==> src/rtl/tls_sni_pkg.sv <==
// types, constants and the truncation status function for the tls server-name extractor
package tls_sni_pkg;

  // width of the length counters; loaded lengths keep only the low bits
  localparam int unsigned LenCntW = 16;

  localparam logic [7:0] RecTypeHandshake = 8'h16;
  localparam logic [7:0] RecVersionMajor  = 8'h03;
  localparam int unsigned HsHdrLen        = 38;

  // result queue
  localparam int unsigned QDepth = 4;
  localparam int unsigned QPtrW  = $clog2(QDepth);
  localparam int unsigned QCntW  = $clog2(QDepth + 1);

  typedef enum logic [3:0] {
    StFound       = 4'd0,
    StBadHeader   = 4'd1,
    StTruncHs     = 4'd2,
    StTruncSidLen = 4'd3,
    StTruncSid    = 4'd4,
    StTruncCs     = 4'd5,
    StTruncCm     = 4'd6,
    StTruncExt    = 4'd7,
    StBadSni      = 4'd8,
    StNameOverrun = 4'd9,
    StNoSni       = 4'd10
  } status_e;

  typedef enum logic [12:0] {
    PhRec     = 13'b0000000000001,
    PhHs      = 13'b0000000000010,
    PhSidLen  = 13'b0000000000100,
    PhSid     = 13'b0000000001000,
    PhCsLen   = 13'b0000000010000,
    PhCs      = 13'b0000000100000,
    PhCmLen   = 13'b0000001000000,
    PhCm      = 13'b0000010000000,
    PhExtLen  = 13'b0000100000000,
    PhExtHdr  = 13'b0001000000000,
    PhExtBody = 13'b0010000000000,
    PhSni     = 13'b0100000000000,
    PhDone    = 13'b1000000000000
  } phase_e;

  typedef struct packed {
    logic [7:0] data_byte;
    logic       end_of_buffer;
  } sni_in_t;

  typedef struct packed {
    logic       is_status;
    logic [7:0] name_byte;
    logic [3:0] status_code;
    logic       final_result;
  } sni_out_t;

  // status given when the buffer ends inside a phase
  function automatic status_e trunc_code(phase_e ph);
    status_e code;
    case (ph)
      PhRec:     code = StBadHeader;
      PhHs:      code = StTruncHs;
      PhSidLen:  code = StTruncSidLen;
      PhSid:     code = StTruncSid;
      PhCsLen:   code = StTruncSid;
      PhCs:      code = StTruncCs;
      PhCmLen:   code = StTruncCs;
      PhCm:      code = StTruncCm;
      PhExtLen:  code = StTruncCm;
      PhExtHdr:  code = StNoSni;
      PhExtBody: code = StTruncExt;
      PhSni:     code = StTruncExt;
      default:   code = StFound;
    endcase
    return code;
  endfunction

endpackage

==> src/rtl/tls_client_hello_sni_extractor.sv <==
// tls client hello parser that streams out the server name and a status item
//
// Takes one record byte per cycle and parses it in the same cycle against the
// stored parse state; the hostname byte and/or status item it produces go into
// a four-entry result queue that feeds the output channel. A byte is taken in
// every cycle while the queue has at least two free entries, so the sustained
// rate is one byte per cycle as long as the consumer takes one item per cycle.
// A byte that gives two items (a hostname byte that also ends the message or
// the buffer) leaves one more item to drain, which the queue absorbs.
module tls_client_hello_sni_extractor
  import tls_sni_pkg::*;
(
  input  logic     clk_i,
  input  logic     rst_ni,
  input  logic     in_valid_i,
  output logic     in_ready_o,
  input  sni_in_t  in_data_i,
  output logic     out_valid_o,
  input  logic     out_ready_i,
  output sni_out_t out_data_o
);

  // parse state
  phase_e             phase_q, phase_d;
  logic [LenCntW-1:0] skip_q, skip_d;
  logic [7:0]         len_hi_q, len_hi_d;
  logic [LenCntW-1:0] ext_rem_q, ext_rem_d;
  logic [LenCntW-1:0] host_rem_q, host_rem_d;
  logic [2:0]         idx_q, idx_d;
  logic               bad_type_q, bad_type_d;
  logic               msg_done_q, msg_done_d;
  logic               type_zero_q, type_zero_d;

  // result queue
  sni_out_t           q_mem [QDepth];
  logic [QPtrW-1:0]   wr_ptr_q, rd_ptr_q;
  logic [QCntW-1:0]   cnt_q;

  logic               in_fire, out_fire;
  logic [7:0]         b;
  logic [15:0]        v16;
  logic [1:0]         n_res;
  sni_out_t           res [2];

  assign in_ready_o = (cnt_q <= QCntW'(QDepth - 2));
  assign in_fire    = in_valid_i && in_ready_o;
  assign out_valid_o = (cnt_q != '0);
  assign out_fire   = out_valid_o && out_ready_i;
  assign out_data_o = q_mem[rd_ptr_q];

  assign b   = in_data_i.data_byte;
  assign v16 = {len_hi_q, b};

  always_comb begin
    phase_d     = phase_q;
    skip_d      = skip_q;
    len_hi_d    = len_hi_q;
    ext_rem_d   = ext_rem_q;
    host_rem_d  = host_rem_q;
    idx_d       = idx_q;
    bad_type_d  = bad_type_q;
    msg_done_d  = msg_done_q;
    type_zero_d = type_zero_q;
    n_res       = 2'd0;
    res[0]      = '0;
    res[1]      = '0;

    case (phase_q)
      PhRec: begin
        if ((idx_q == 3'd0 && b != RecTypeHandshake) ||
            (idx_q == 3'd1 && b != RecVersionMajor)) begin
          res[0]     = '{is_status: 1'b1, name_byte: 8'h00,
                         status_code: StBadHeader, final_result: 1'b1};
          n_res      = 2'd1;
          phase_d    = PhDone;
          msg_done_d = 1'b1;
        end else if (idx_q >= 3'd4) begin
          skip_d  = LenCntW'(HsHdrLen);
          idx_d   = 3'd0;
          phase_d = PhHs;
        end else begin
          idx_d = idx_q + 3'd1;
        end
      end
      PhHs, PhSid, PhCs, PhCm: begin
        skip_d = skip_q - LenCntW'(1);
        if (skip_d == '0) begin
          idx_d = 3'd0;
          case (phase_q)
            PhHs:    phase_d = PhSidLen;
            PhSid:   phase_d = PhCsLen;
            PhCs:    phase_d = PhCmLen;
            default: phase_d = PhExtLen;
          endcase
        end
      end
      PhSidLen, PhCmLen: begin
        skip_d = LenCntW'(b);
        idx_d  = 3'd0;
        if (phase_q == PhSidLen) begin
          phase_d = (skip_d == '0) ? PhCsLen : PhSid;
        end else begin
          phase_d = (skip_d == '0) ? PhExtLen : PhCm;
        end
      end
      PhCsLen: begin
        if (idx_q == 3'd0) begin
          len_hi_d = b;
          idx_d    = 3'd1;
        end else begin
          skip_d  = v16[LenCntW-1:0];
          idx_d   = 3'd0;
          phase_d = (skip_d == '0) ? PhCmLen : PhCs;
        end
      end
      PhExtLen: begin
        if (idx_q == 3'd0) begin
          idx_d = 3'd1;
        end else begin
          idx_d   = 3'd0;
          phase_d = PhExtHdr;
        end
      end
      PhExtHdr: begin
        if (idx_q == 3'd0 || idx_q == 3'd2) begin
          len_hi_d = b;
          idx_d    = idx_q + 3'd1;
        end else if (idx_q == 3'd1) begin
          // extension type, kept until the header ends
          type_zero_d = (v16 == 16'h0000);
          idx_d       = 3'd2;
        end else begin
          ext_rem_d = v16[LenCntW-1:0];
          idx_d     = 3'd0;
          if (type_zero_q) begin
            bad_type_d = 1'b0;
            host_rem_d = '0;
            phase_d    = PhSni;
            if (ext_rem_d == '0) begin
              res[0]     = '{is_status: 1'b1, name_byte: 8'h00,
                             status_code: StBadSni, final_result: 1'b1};
              n_res      = 2'd1;
              phase_d    = PhDone;
              msg_done_d = 1'b1;
            end
          end else begin
            phase_d = (ext_rem_d == '0) ? PhExtHdr : PhExtBody;
          end
        end
      end
      PhExtBody: begin
        ext_rem_d = ext_rem_q - LenCntW'(1);
        if (ext_rem_d == '0) begin
          idx_d   = 3'd0;
          phase_d = PhExtHdr;
        end
      end
      PhSni: begin
        if (idx_q < 3'd5) begin
          // list header: byte 2 name type, bytes 3 and 4 hostname length
          if (idx_q == 3'd2) bad_type_d = (b != 8'h00);
          if (idx_q == 3'd3) len_hi_d = b;
          if (idx_q == 3'd4) host_rem_d = v16[LenCntW-1:0];
          idx_d = idx_q + 3'd1;
        end else if (!bad_type_q && host_rem_q != '0) begin
          res[0]     = '{is_status: 1'b0, name_byte: b,
                         status_code: StFound, final_result: 1'b0};
          n_res      = 2'd1;
          host_rem_d = host_rem_q - LenCntW'(1);
        end
        ext_rem_d = ext_rem_q - LenCntW'(1);
        if (ext_rem_d == '0) begin
          res[n_res[0]].is_status    = 1'b1;
          res[n_res[0]].name_byte    = 8'h00;
          res[n_res[0]].final_result = 1'b1;
          if (idx_d < 3'd5 || bad_type_d) begin
            res[n_res[0]].status_code = StBadSni;
          end else if (host_rem_d != '0) begin
            res[n_res[0]].status_code = StNameOverrun;
          end else begin
            res[n_res[0]].status_code = StFound;
          end
          n_res      = n_res + 2'd1;
          phase_d    = PhDone;
          msg_done_d = 1'b1;
        end
      end
      default: begin
        // message over: ignore bytes until the end of the buffer
      end
    endcase

    if (in_data_i.end_of_buffer) begin
      if (!msg_done_d) begin
        res[n_res[0]].is_status    = 1'b1;
        res[n_res[0]].name_byte    = 8'h00;
        res[n_res[0]].status_code  = trunc_code(phase_d);
        res[n_res[0]].final_result = 1'b1;
        n_res = n_res + 2'd1;
      end
      phase_d     = PhRec;
      skip_d      = '0;
      len_hi_d    = '0;
      ext_rem_d   = '0;
      host_rem_d  = '0;
      idx_d       = 3'd0;
      bad_type_d  = 1'b0;
      msg_done_d  = 1'b0;
      type_zero_d = 1'b0;
    end
  end

  always_ff @(posedge clk_i or negedge rst_ni) begin
    if (!rst_ni) begin
      phase_q     <= PhRec;
      skip_q      <= '0;
      len_hi_q    <= '0;
      ext_rem_q   <= '0;
      host_rem_q  <= '0;
      idx_q       <= 3'd0;
      bad_type_q  <= 1'b0;
      msg_done_q  <= 1'b0;
      type_zero_q <= 1'b0;
    end else if (in_fire) begin
      phase_q     <= phase_d;
      skip_q      <= skip_d;
      len_hi_q    <= len_hi_d;
      ext_rem_q   <= ext_rem_d;
      host_rem_q  <= host_rem_d;
      idx_q       <= idx_d;
      bad_type_q  <= bad_type_d;
      msg_done_q  <= msg_done_d;
      type_zero_q <= type_zero_d;
    end
  end

  // queue storage, up to two items written per byte
  always_ff @(posedge clk_i) begin
    if (in_fire) begin
      if (n_res != 2'd0) q_mem[wr_ptr_q] <= res[0];
      if (n_res == 2'd2) q_mem[wr_ptr_q + QPtrW'(1)] <= res[1];
    end
  end

  always_ff @(posedge clk_i or negedge rst_ni) begin
    if (!rst_ni) begin
      wr_ptr_q <= '0;
      rd_ptr_q <= '0;
      cnt_q    <= '0;
    end else begin
      if (in_fire) wr_ptr_q <= wr_ptr_q + QPtrW'(n_res);
      if (out_fire) rd_ptr_q <= rd_ptr_q + QPtrW'(1);
      cnt_q <= cnt_q + (in_fire ? QCntW'(n_res) : QCntW'(0))
                     - (out_fire ? QCntW'(1) : QCntW'(0));
    end
  end

`ifndef SYNTHESIS
  assert property (@(posedge clk_i) disable iff (!rst_ni)
    cnt_q <= QCntW'(QDepth))
    else $error("result queue overflow");

  assert property (@(posedge clk_i) disable iff (!rst_ni)
    in_fire && in_data_i.end_of_buffer |=> phase_q == PhRec && idx_q == 3'd0 && !msg_done_q)
    else $error("parser not restarted after end of buffer");

  assert property (@(posedge clk_i) disable iff (!rst_ni)
    (phase_q == PhDone) == msg_done_q)
    else $error("done phase and finished flag disagree");

  assert property (@(posedge clk_i) disable iff (!rst_ni)
    in_fire && in_data_i.end_of_buffer && !msg_done_q |-> n_res != 2'd0)
    else $error("buffer ended without a status item");

  assert property (@(posedge clk_i) disable iff (!rst_ni)
    $onehot(phase_q))
    else $error("parse phase not one-hot");
`endif

endmodule
==> config.mk <==
export PLATFORM = sky130hd
export DESIGN_NAME = tls_client_hello_sni_extractor
export DESIGN_NICKNAME = d
export VERILOG_FILES = /design/src/rtl/tls_sni_pkg.sv /design/src/rtl/tls_client_hello_sni_extractor.sv
export SDC_FILE = /design/constraint.sdc
export NUM_CORES = 1
export LEC_CHECK = 0
export ABC_AREA = 1
export BUFFER_PORTS_ARGS = -buffer_cell sky130_fd_sc_hd__buf_2
export CORE_MARGIN = 2
export CORE_UTILIZATION = 40
export CTS_BUF_LIST = sky130_fd_sc_hd__clkbuf_4 sky130_fd_sc_hd__clkbuf_8 sky130_fd_sc_hd__clkbuf_16
export DETAILED_ROUTE_END_ITERATION = 8
export SYNTH_ARGS = -nofsm -noshare
export SYNTH_HDL_FRONTEND = slang
export SYNTH_SLANG_ARGS = --single-unit
export TNS_END_PERCENT = 30
==> constraint.sdc <==
create_clock -name clk_i -period 4.2 [get_ports clk_i]
set_clock_uncertainty 0.15 [all_clocks]
set_input_delay 0 -clock clk_i [delete_from_list [all_inputs] [get_ports clk_i]]
set_output_delay 0 -clock clk_i [all_outputs]
set_load 0.01 [all_outputs]
## Word-level counts from Yosys, hierarchy flattened

Memories as Yosys holds them, arrays and structs flattened.
Cells that the tools add are included.

| storage, ports and cells | value |
|---|---|
| logic and storage cells | 258 |
| bits in writable memories | 56 |
| input port bits | 13 |
| register bits after elaboration | 82 |
| memories kept | 1 |

Memory list:

| memory | depth | bits a word | read ports | clocked after Yosys merged registers in | write ports | line | source |
|---|---|---|---|---|---|---|---|
| q_mem | 4 | 14 | 1 | 0 | 2 | tls_client_hello_sni_extractor.sv:35 | `sni_out_t q_mem [QDepth];` |

| cells by class | value |
|---|---|
| bitwise gates (word level) | 2 |
| eq/ne operators | 44 |
| $add $sub $neg | 11 |
| order comparisons | 8 |
| reduce and logical (&&, ||, !) cells | 42 |
| multiplexer cells | 138 |

Operators with widths:

| cell | count |
|---|---|
| 28-bit bitwise mux | 10 |
| 16-bit 2-to-1 mux | 15 |
| 13-bit 2-to-1 mux | 16 |
| 28-bit 2-to-1 mux | 5 |
| 14-bit 2-to-1 mux | 9 |
| 14-bit demux with 1-bit select | 8 |
| 13-bit one-hot mux with 8 select lines | 1 |
| 16-bit one-hot mux with 2 select lines | 2 |
| 16-bit one-hot mux with 4 select lines | 1 |
| 16-bit zero test | 3 |
| 16-bit by 1-bit subtractor with 16-bit output (second input constant) | 3 |
| 14-bit one-hot mux with 3 select lines | 1 |
| 8-bit 2-to-1 mux | 5 |
| 3-bit inequality test (second input constant) | 12 |
| 1-bit 2-to-1 mux | 35 |
| 4-bit one-hot mux with 8 select lines | 1 |
| 16-bit nonzero test | 2 |
| 9-bit one-hot mux with 3 select lines | 1 |
| 13-bit by 1-bit equality test with 1-bit output (second input constant) | 2 |
| 13-bit by 10-bit equality test with 1-bit output (second input constant) | 2 |
| 13-bit by 11-bit equality test with 1-bit output (second input constant) | 2 |
| 13-bit by 12-bit equality test with 1-bit output (second input constant) | 2 |
| 13-bit by 2-bit equality test with 1-bit output (second input constant) | 2 |
| 13-bit by 3-bit equality test with 1-bit output (second input constant) | 2 |
| other kinds (51) | 103 |

## Depth between registers and ports, before layout

Gate-level depths: netlist (run 1).

| logic depth | value |
|---|---|
| depth after elaboration | 24 |
| gate-level depth with buffers | 25 |
| depth with buffers taken out | 25 |

## Worst setup path after synthesis (run 1)

OpenSTA, ideal clock, no wires.

| path | value |
|---|---|
| path type | register -> register |
| start | reg ext_rem_q[0] |
| end | reg cnt_q[2] |
| data required time | 3.921 ns |
| arrival | 3.434 ns |
| period minus slack after synthesis | 3.713 ns |
| cell stages (with the launch flop) | 22 |
| slack | 0.487 ns |
| setup time | 0.129 ns |
| cells stage by stage | dfrtp_1 > inv_1 > ha_1 > nand2_2 > o21ai_1 > nand2_1 > nor2_1 > nand2_1 > nor3b_2 > nand3_1 > inv_2 > ha_1 > nor2_1 > nor2_2 > nor3_4 > o21ai_2 > inv_2 > nand2_2 > ha_1 > fa_1 > xnor2_1 > xor2_1 |

| on the way | value |
|---|---|
| word-level cells in the longest chain between the ends | 10 |

Ends and longest elaborated chain:

| element | line | source |
|---|---|---|
| start, declared | tls_client_hello_sni_extractor.sv:27 | `logic [LenCntW-1:0] ext_rem_q, ext_rem_d;` |
| start signal, assigned | tls_client_hello_sni_extractor.sv:228 | `ext_rem_q <= ext_rem_d;` |
| 16-bit by 1-bit subtractor with 16-bit output * | tls_client_hello_sni_extractor.sv:171 | `ext_rem_d = ext_rem_q - LenCntW'(1);` |
| 16-bit zero test * | tls_client_hello_sni_extractor.sv:172 | `if (ext_rem_d == '0) begin` |
| 2-bit 2-to-1 mux | tls_client_hello_sni_extractor.sv:172 |  |
| 2-bit one-hot mux with 3 select lines | tls_client_hello_sni_extractor.sv:68 | `case (phase_q)` |
| 2-bit by 1-bit adder with 2-bit output | tls_client_hello_sni_extractor.sv:199 | `n_res = n_res + 2'd1;` |
| 2-bit 2-to-1 mux | tls_client_hello_sni_extractor.sv:194 | `if (!msg_done_d) begin` |
| 2-bit 2-to-1 mux * | tls_client_hello_sni_extractor.sv:193 | `if (in_data_i.end_of_buffer) begin` |
| 2-bit 2-to-1 mux * | tls_client_hello_sni_extractor.sv:253 | `cnt_q <= cnt_q + (in_fire ? QCntW'(n_res) : QCntW'(0))` |
| 3-bit by 2-bit adder with 3-bit output * | tls_client_hello_sni_extractor.sv:253 |  |
| 3-bit by 1-bit subtractor with 3-bit output * | tls_client_hello_sni_extractor.sv:254 | `- (out_fire ? QCntW'(1) : QCntW'(0));` |
| end signal, assigned | tls_client_hello_sni_extractor.sv:253 |  |
| end, declared | tls_client_hello_sni_extractor.sv:37 | `logic [QCntW-1:0] cnt_q;` |

Every way passes the cells marked *; elsewhere a longest branch is shown, timed or not.
A chain may end at the register's enable or synchronous reset.

## Final worst setup path (run 1)

Ends and elaborated chain as after synthesis.

==> impl_metrics.ini, run 1 <==
[status]
status = completed

[worst_setup_path]
path_class = register to register
cp.arrival_ns = 4.13
r2r_cells = 23
path_common_cell = nand2_1
crit_chain = inv_2 -> ha_4 -> nand2_2 -> nor2_2 -> nand2_1 -> nand2_1 -> nand2_1 -> nor3_2 -> nand3_2 -> inv_2 -> ha_1 -> nor2_2 -> nand3b_1 -> nand2_1 -> nand2_4 -> nand2_1 -> ha_1 -> inv_1 -> ha_1 -> inv_1 -> fa_1 -> xnor2_2 -> xor2_1
max_stage_delay_ns = 0.40
cp_slowest_cell = fa_1
path_max_fanout = 5
worstSetupStartpointType = register
crit_path_end_kind = register
required_ns = 4.36

[pwr]
finalPower_mw = 8.63
p_leak_nw = 5.48
power_density_mw_per_mm2 = 773
vdd_ir_drop_max_v = 0.000248

[logic_synthesis]
synth_warnings = 0
avgSynthCellArea_um2 = 7.11
syn_area_mm2 = 0.00992
ys_ff_latch = 134
netlist_instances = 1395
ys_seq_area_share_pct = 36.4
async_flop_share_pct = 61.2
synth_edf_count = 52
synth_ff_type = dfrtp_1
synth_cell_type_count = 61
syn-num-nets = 1425

[finish]
area_delta_synth_final_pct = 12.6
final_cells = 1771
final_layout_size_suffix_gt1_share_pct = 14.0
fillCellCount = 2498
finish.net_count = 1464
num_antenna_cells = 0
fin_util_pct = 45.9

[global_routing]
grt_pass1_wl_mm = 47.9
overflow = 0
antenna_found_initial = 0
grt_pass1_vias = 9151
gr-usage-all-layers_pct = 23.2
grt_max_degree = 56

[sta]
setup-violations-final = 0
min_period_over_period_pct = 94.5
worst_pin_slew_ns = 0.863
drv_slew = 0
fmax_mhz = 252
whs_ns = 0.0305
hold_viol = 0
fin_crit_ns = 3.97
slew_headroom_pct = 42.5

[routing]
drc_errors = 0
firstDrtPassIters = 5
wl_mm = 29.3
wl_met2_mm = 13.3
vias = 9494
wl_met3_mm = 1.60
m1WireLength_mm = 13.8
viasPerCell = 5.36
top_layer = met4
antenna_left = 0
drt_iter0_drc = 839
wl_per_cell_um = 16.5

[place]
port_buffers = 28
dp.cells = 1726
place.gp.congestion = 0.952
hpwl_mm = 21.5

[clock_tree]
clock_sinks = 134
cts_tree = yes
numCtsBuffers = 17
clkTransAtPathRegs_ns = 0.07
cts_buffer_depth = 2
htreeDepth = 4
insertion_delay_ns = 0.44
root_buffer = clkbuf_16

[floorplanning]
std_cell_rows = 57
core_mm2 = 0.0243
start_util_pct = 40.8
fp.dieArea_mm2 = 0.0261
ios = 29
die_y_um = 161
die_w_um = 161

[worst_hold_path]
worstHoldPathType = input port to asynchronous set/reset pin

[job]
timing.max_cap.violations = 0
[layout by cell type (no fill, tap or decap), types with 7 or more instances in the layout]
master / n
o22ai_1: 72
buf_2: 27
nor2_2: 27
nand2_1: 325
buf_4: 19
inv_2: 14
xor2_1: 16
ha_1: 15
dfrtp_1: 80
nor2_1: 147
o211ai_1: 7
nor3_1: 20
a21oi_1: 28
o21ai_1: 11
nand4_1: 23
nand3_2: 13
nand3_1: 96
edfxtp_1: 52
nor2_4: 8
o21ai_0: 105
inv_1: 190
nand2_2: 24
dlygate4sd3_1: 12
clkbuf_16: 17
[flip-flops by register name, summed over array words and instances (netlist names)]
name and count:
wr_ptr_q 2, skip_q 16, idx_q 3, len_hi_q 8
rd_ptr_q 2, bad_type_q 1, host_rem_q 16, cnt_q 3
type_zero_q 1, ext_rem_q 16, q_mem 52, msg_done_q 1
phase_q 13
[synth_stat cells, types with 2 or more instances]
library cell / instances / share of area, %
a21oi_1: 28 / 1.4
a21oi_2: 4 / 0.35
a22oi_1: 5 / 0.38
a31oi_1: 2 / 0.13
buf_1: 2 / 0.076
buf_2: 7 / 0.35
buf_6: 5 / 0.57
clkbuf_1: 23 / 0.87
clkinv_1: 6 / 0.23
dfrtp_1: 81 / 20
edfxtp_1: 52 / 16
ha_1: 16 / 2.0
inv_1: 192 / 7.3
inv_2: 12 / 0.45
inv_4: 2 / 0.13
nand2_1: 326 / 12
nand2_2: 23 / 1.5
nand2_4: 6 / 0.68
nand3_1: 97 / 4.9
nand3_2: 12 / 1.2
nand3_4: 2 / 0.35
nand3b_1: 6 / 0.45
nand4_1: 23 / 1.5
nand4_4: 4 / 0.86
nor2_1: 151 / 5.7
nor2_2: 24 / 1.5
nor2_4: 7 / 0.79
nor2_8: 2 / 0.40
nor3_1: 22 / 1.1
nor3_2: 4 / 0.40
o211ai_1: 7 / 0.53
o21ai_0: 106 / 5.3
o21ai_1: 12 / 0.61
o22ai_1: 72 / 4.5
o311ai_0: 2 / 0.18
o31ai_1: 6 / 0.45
o41ai_1: 2 / 0.18
xnor2_1: 4 / 0.35
xor2_1: 16 / 1.4
[power by group]
| group | internal, mW | switching [mW] |
|---|---|---|
| combinational | 1.66 | 3.57 |
| clock | 0.794 | 0.707 |
| sequential | 1.66 | 0.240 |
| total | 4.12 | 4.52 |
[kinds of logic after synthesis]
logic type | Yosys count | share of synthesized area, %
buf+inv | 251 | 10.1
xor+xnor | 20 | 1.77
simple gates | 718 | 34.6
flops | 134 | 36.4
compound gates | 255 | 14.9
fa+ha+maj | 17 | 2.22
[layout make-up]
cell class | instances | area [um^2] | share of cell area, %
clock buffers | 17 | 425 | 3.81
multi-input cells | 1010 | 5360 | 48.0
clock inverters | 15 | 151 | 1.36
flip-flops and latches | 134 | 3620 | 32.4
well taps | 324 | 405 | 3.63
repair buffers | 58 | 398 | 3.56
inverters | 213 | 810 | 7.25
[worst paths after layout]
check	start	slack, ns	end
worst max-delay path	ext_rem_q[0]$_DFFE_PN0P_	0.23	cnt_q[2]$_DFF_PN0_
worst min-delay path	rst_ni	0.03	skip_q[10]$_DFFE_PN0P_
worst max register to register	ext_rem_q[0]$_DFFE_PN0P_	0.23	cnt_q[2]$_DFF_PN0_
worst min register to register	cnt_q[2]$_DFF_PN0_	0.35	cnt_q[2]$_DFF_PN0_
max in group asynchronous	rst_ni	2.96	phase_q[0]$_DFFE_PN1P_
min in group clk_i	cnt_q[2]$_DFF_PN0_	0.35	cnt_q[2]$_DFF_PN0_
[metrics by stage]
| step | TNS, ns | cell area [um^2] | setup WS (ns) |
|---|---|---|---|
| after floorplan | 0 | 9920 | 0.487 |
| after global placement | 0 | 10400 | 0.184 |
| after detailed placement | 0 | 10400 | 0.0694 |
| after CTS | 0 | 11100 | 0.0352 |
| after global routing | -0.0278 | 11200 | -0.0278 |
| final | 0 | 11200 | 0.231 |
[repair_timing]
item	CTS	global route
endpoints found under the hold margin	83	0
setup endpoints to repair	0	33
setup buffers	0	1
hold buffers	12	0
gates resized for setup	0	18
[per-layer routing]
layer | vias to the layer above | track usage [%]
met2 | 282 | 36.8
met1 | 4440 | 32.4
li1 | 4732 | -
met5 | - | 0
met3 | 40 | 3.80
met4 | 0 | 7.35
[worst max-delay path: cells and delay by family, from the launching register on]
family	cells	cell delay [ns]
xor+xnor	2	0.30
fa+ha+maj	5	1.23
buf+inv	4	0.32
flops	1	0.39
simple gates	12	1.44
No activity file was read; power rests on OpenSTA's default activity.
==> run 2, diff against run 1 <==
Clock period 4.2 ns to 4.5 ns, I/O delays scaled along.
==> impl_metrics.ini, run 2 (synthesis gave the netlist of run 1 again) <==
[worst_setup_path]
r2r-end = cnt_q[2]$_DFF_PN0_
crit_family = simple AND/OR/NAND/NOR gates
crit_chain = inv_1 -> ha_2 -> nand2_2 -> nor2_1 -> nand2_1 -> nand2_1 -> nand2_1 -> nor3_1 -> nand3_1 -> inv_2 -> ha_1 -> nor2_1 -> nand3b_1 -> nand2_1 -> nand2_4 -> nand2_1 -> ha_1 -> inv_1 -> ha_1 -> inv_1 -> fa_1 -> xnor2_1 -> xor2_1
path_common_cell = nand2_1
max_stage_delay_ns = 0.39
path_max_fanout = 5
path_class = register to register
r2r_cells = 23
path_buf_inv = 4
r2r_setup_slack_ns = 0.35
required_ns = 4.70
worstSetupStartpointType = register
cp.arrival_ns = 4.35
cp_slowest_cell = dfrtp_1
crit_path_end_kind = register
r2r_start = ext_rem_q[0]$_DFFE_PN0P_

[routing]
drc_errors = 0
firstDrtPassIters = 6
wl_mm = 29.4
wl_per_cell_um = 16.6
drt_iter0_drc = 743
vias = 9519
viasPerCell = 5.38
antenna_left = 0

[floorplanning]
start_util_pct = 40.8
ios = 29
fp.dieArea_mm2 = 0.0261
core_mm2 = 0.0243
std_cell_rows = 57
die_w_um = 161
die_y_um = 161

[pwr]
p_int_mw = 3.86
p_switching_mw = 4.11
vdd_ir_drop_max_v = 0.000263
power_frac_comb_pct = 58.7
seqPwrFrac_pct = 22.1
power_density_mw_per_mm2 = 714
finalPower_mw = 7.97
clockPowerShare_pct = 19.3
swShare_pct = 51.6
p_leak_nw = 5.49

[worst_hold_path]
hold_path_startpoint = cnt_q[2]$_DFF_PN0_
holdPathStages = 1
worstHoldPathType = register to register
min_to = cnt_q[2]$_DFF_PN0_

[finish]
fin_util_pct = 45.9
regMostFlops = q_mem
fillCellCount = 2459
num_antenna_cells = 0
final_cells = 1769
mostFrequentLayoutCells = nand2_1, inv_1, nor2_1, o21ai_0, nand3_1
final_common_cell = nand2_1
area_delta_synth_final_pct = 12.5
final_area_mm2 = 0.0112
finish.net_count = 1462
final_layout_size_suffix_gt1_share_pct = 12.9
largest_reg_flops = 52

[place]
place.gp.congestion = 0.926
hpwl_mm = 21.4
dp.cells = 1723
port_buffers = 28
placed_area_mm2 = 0.0104
pre_cts_ws_ns = 0.362

[sta]
setup-tns-final_ns = 0
setup-violations-final = 0
slew_headroom_pct = 40.2
rsz0062_at_grt = false
min_period_over_period_pct = 92.1
worst_pin_slew_ns = 0.875
hold_viol = 0
fmax_mhz = 241
whs_ns = 0.348
fin_crit_ns = 4.15
drv_slew = 0
layout_setup_ws_ns = 0.354

[global_routing]
busiest_layer = met2
overflow = 0
use_met2_pct = 37.2
gr-usage-all-layers_pct = 23.0
grt_max_degree = 49
grt_use_met3_pct = 3.29
grt_pass1_vias = 9025
grt_pass1_wl_mm = 47.7
antenna_found_initial = 0
grt.met1_usage_pct = 32.1

[clock_tree]
cts_buffer_depth = 2
insertion_delay_ns = 0.44
root_buffer = clkbuf_16
cts_tree = yes
post_cts_buffers = 0
clock_sinks = 134
numCtsBuffers = 17
clkTransAtPathRegs_ns = 0.07
htreeDepth = 4

[status]
status = completed

[job]
timing.max_cap.violations = 0
-- run 2: layout make-up --
cell class              count  area (um^2)  share of cell area (%)
clock inverters            15          205                    1.84
well taps                 324          405                    3.63
multi-input cells        1010         5310                    47.5
repair buffers             56          398                    3.56
inverters                 213          810                    7.25
clock buffers              17          425                    3.81
flip-flops and latches    134         3610                    32.4
-- run 2: how the worst max path moves through the flow --
| stage | start | endpoint | slack, ns | cells past startpoint |
|---|---|---|---|---|
| floorplan | ext_rem_q[0]$_DFFE_PN0P_ | cnt_q[2]$_DFF_PN0_ | 0.79 | 21 |
| finish | ext_rem_q[0]$_DFFE_PN0P_ | cnt_q[2]$_DFF_PN0_ | 0.35 | 23 |
| global route | ext_rem_q[0]$_DFFE_PN0P_ | cnt_q[2]$_DFF_PN0_ | 0.003 | 23 |
| global placement | ext_rem_q[0]$_DFFE_PN0P_ | cnt_q[2]$_DFF_PN0_ | 0.48 | 23 |
| CTS | ext_rem_q[0]$_DFFE_PN0P_ | cnt_q[2]$_DFF_PN0_ | 0.32 | 21 |
| detailed placement | ext_rem_q[0]$_DFFE_PN0P_ | cnt_q[2]$_DFF_PN0_ | 0.36 | 21 |
-- run 2: power by group through the flow --
| stage | Combinational (mW) | Clock (mW) | Sequential [mW] |
|---|---|---|---|
| floorplan | 3.62 | 0 | 1.71 |
| global placement | 4.59 | 0 | 1.78 |
| detailed placement | 4.62 | 0 | 1.78 |
| CTS | 4.65 | 1.55 | 1.76 |
| global route | 5.29 | 1.60 | 1.79 |
| finish | 4.68 | 1.54 | 1.76 |
-- run 2: repair_timing --
action / 4_1_cts / 5_1_grt
hold endpoints to repair: 60 / 0
hold buffers: 14 / 0
endpoints found under the setup margin: 0 / 1
resized for setup: 0 / 1
-- run 2: metal layers --
metal,wire length (um),up-vias
li1,-,4711
met1,13800,4510
met2,13500,261
met3,1580,37
met4,470,0
met5,0,-
==> run 3, diff against run 2 <==
Settings changed: CORE_UTILIZATION 40 to 50, PLACE_DENSITY set to 0.66.
==> impl_metrics.ini, run 3 (synthesis gave the netlist of run 1 again) <==
[finish]
final_common_cell = nand2_1
mostFrequentLayoutCells = nand2_1, inv_1, nor2_1, o21ai_0, nand3_1
regArea_mm2 = 0.00361
largest_reg_flops = 52
fillCellCount = 1867
final_area_mm2 = 0.0110
multi_input_area_mm2 = 0.00530
final_layout_size_suffix_gt1_share_pct = 12.7
regMostFlops = q_mem
num_antenna_cells = 0
fin_util_pct = 56.6
finish.net_count = 1461
area_delta_synth_final_pct = 11.1

[routing]
drc_errors = 0
drt_iter0_drc = 686
wl_mm = 28.4
firstDrtPassIters = 5
viasPerCell = 5.55
vias = 9492
antenna_left = 0
wl_per_cell_um = 16.6

[clock_tree]
clock_sinks = 134
insertion_delay_ns = 0.43
cts_buffer_depth = 2
cts_resized = 0
htreeDepth = 4
clkTransAtPathRegs_ns = 0.07
post_cts_buffers = 0
numCtsBuffers = 17
root_buffer = clkbuf_16
cts_hold_buf = 13
cts_tree = yes

[sta]
worst_pin_slew_ns = 0.915
whs_ns = 0.174
hold_viol = 0
rsz0062_at_grt = false
fmax_mhz = 238
slew_headroom_pct = 38.8
min_period_over_period_pct = 93.4
drv_slew = 0
setup-violations-final = 0
setup-tns-final_ns = 0
fin_crit_ns = 4.20

[worst_setup_path]
path_buf_inv = 3
required_ns = 4.70
r2r_start = ext_rem_q[0]$_DFFE_PN0P_
path_max_fanout = 6
crit_family = simple AND/OR/NAND/NOR gates
crit_chain = inv_1 -> ha_1 -> nand2_2 -> nor2_1 -> nand2_1 -> nand2_1 -> nand2_1 -> nor3_1 -> nand3_1 -> inv_2 -> ha_1 -> nor2_1 -> nor2_2 -> nor3_4 -> o21ai_2 -> inv_2 -> nand2_2 -> ha_1 -> fa_1 -> xnor2_1 -> xor2_1
r2r-end = cnt_q[2]$_DFF_PN0_
r2r_cells = 21
path_class = register to register
worstSetupStartpointType = register
max_stage_delay_ns = 0.44
r2r_setup_slack_ns = 0.30
cp.arrival_ns = 4.40
crit_path_end_kind = register
cp_slowest_cell = fa_1

[floorplanning]
die_w_um = 145
std_cell_rows = 51
ios = 29
start_util_pct = 51.0
die_y_um = 145
core_mm2 = 0.0195
fp.dieArea_mm2 = 0.0210

[place]
hpwl_mm = 20.7
placed_area_mm2 = 0.0103
port_buffers = 28
place.gp.congestion = 0.978

[pwr]
finalPower_mw = 7.83
p_leak_nw = 5.46
power_density_mw_per_mm2 = 711
vdd_ir_drop_max_v = 0.000316

[status]
status = completed

[global_routing]
overflow = 0
antenna_found_initial = 0
grt_max_degree = 67
grt_pass1_vias = 9123
gr-usage-all-layers_pct = 28.1
grt_pass1_wl_mm = 45.8

[worst_hold_path]
worstHoldPathType = input port to asynchronous set/reset pin

[job]
timing.max_cap.violations = 0
[run 3: per-layer routing]
metal  track usage, %  wire length, um  vias to the layer above
met3             4.08             1720                       33
met5                0                0                        -
li1                 -                -                     4721
met1             37.3            12700                     4440
met4             8.28              400                        0
met2             47.7            13500                      298
[run 3: worst max-delay path by stage]
stage,start,end,slack (ns),cells after the start
CTS,ext_rem_q[0]$_DFFE_PN0P_,cnt_q[2]$_DFF_PN0_,0.31,21
global placement,ext_rem_q[0]$_DFFE_PN0P_,cnt_q[2]$_DFF_PN0_,0.51,23
global route,ext_rem_q[0]$_DFFE_PN0P_,cnt_q[2]$_DFF_PN0_,0.004,21
finish,ext_rem_q[0]$_DFFE_PN0P_,cnt_q[2]$_DFF_PN0_,0.30,21
detailed placement,ext_rem_q[0]$_DFFE_PN0P_,cnt_q[2]$_DFF_PN0_,0.32,21
floorplan,ext_rem_q[0]$_DFFE_PN0P_,cnt_q[2]$_DFF_PN0_,0.79,21
[run 3: stage by stage]
step           cells  setup slack [ns]
6_report        1709             0.297
5_1_grt         1709           0.00437
4_1_cts         1709             0.309
3_5_place_dp    1664             0.317
3_3_place_gp    1664             0.511
2_1_floorplan   1395             0.787
[run 3: power breakdown]
group	switching, mW	internal (mW)	leakage [nW]
clock network	0.632	0.787	0.286
logic	3.20	1.46	3.59
registers	0.214	1.54	1.58
[run 3: tightest hold or removal path: stages]
cell and delay (ns):
dlygate4sd3_1 0.52, buf_4 0.11, buf_4 0.67
[run 3: cell type report]
class                   count  share of cell area (%)
repair buffers             55                    3.43
clock inverters            15                    1.44
inverters                 213                    7.35
well taps                 265                    3.01
multi-input cells        1010                    48.1
flip-flops and latches    134                    32.8
clock buffers              17                    3.86
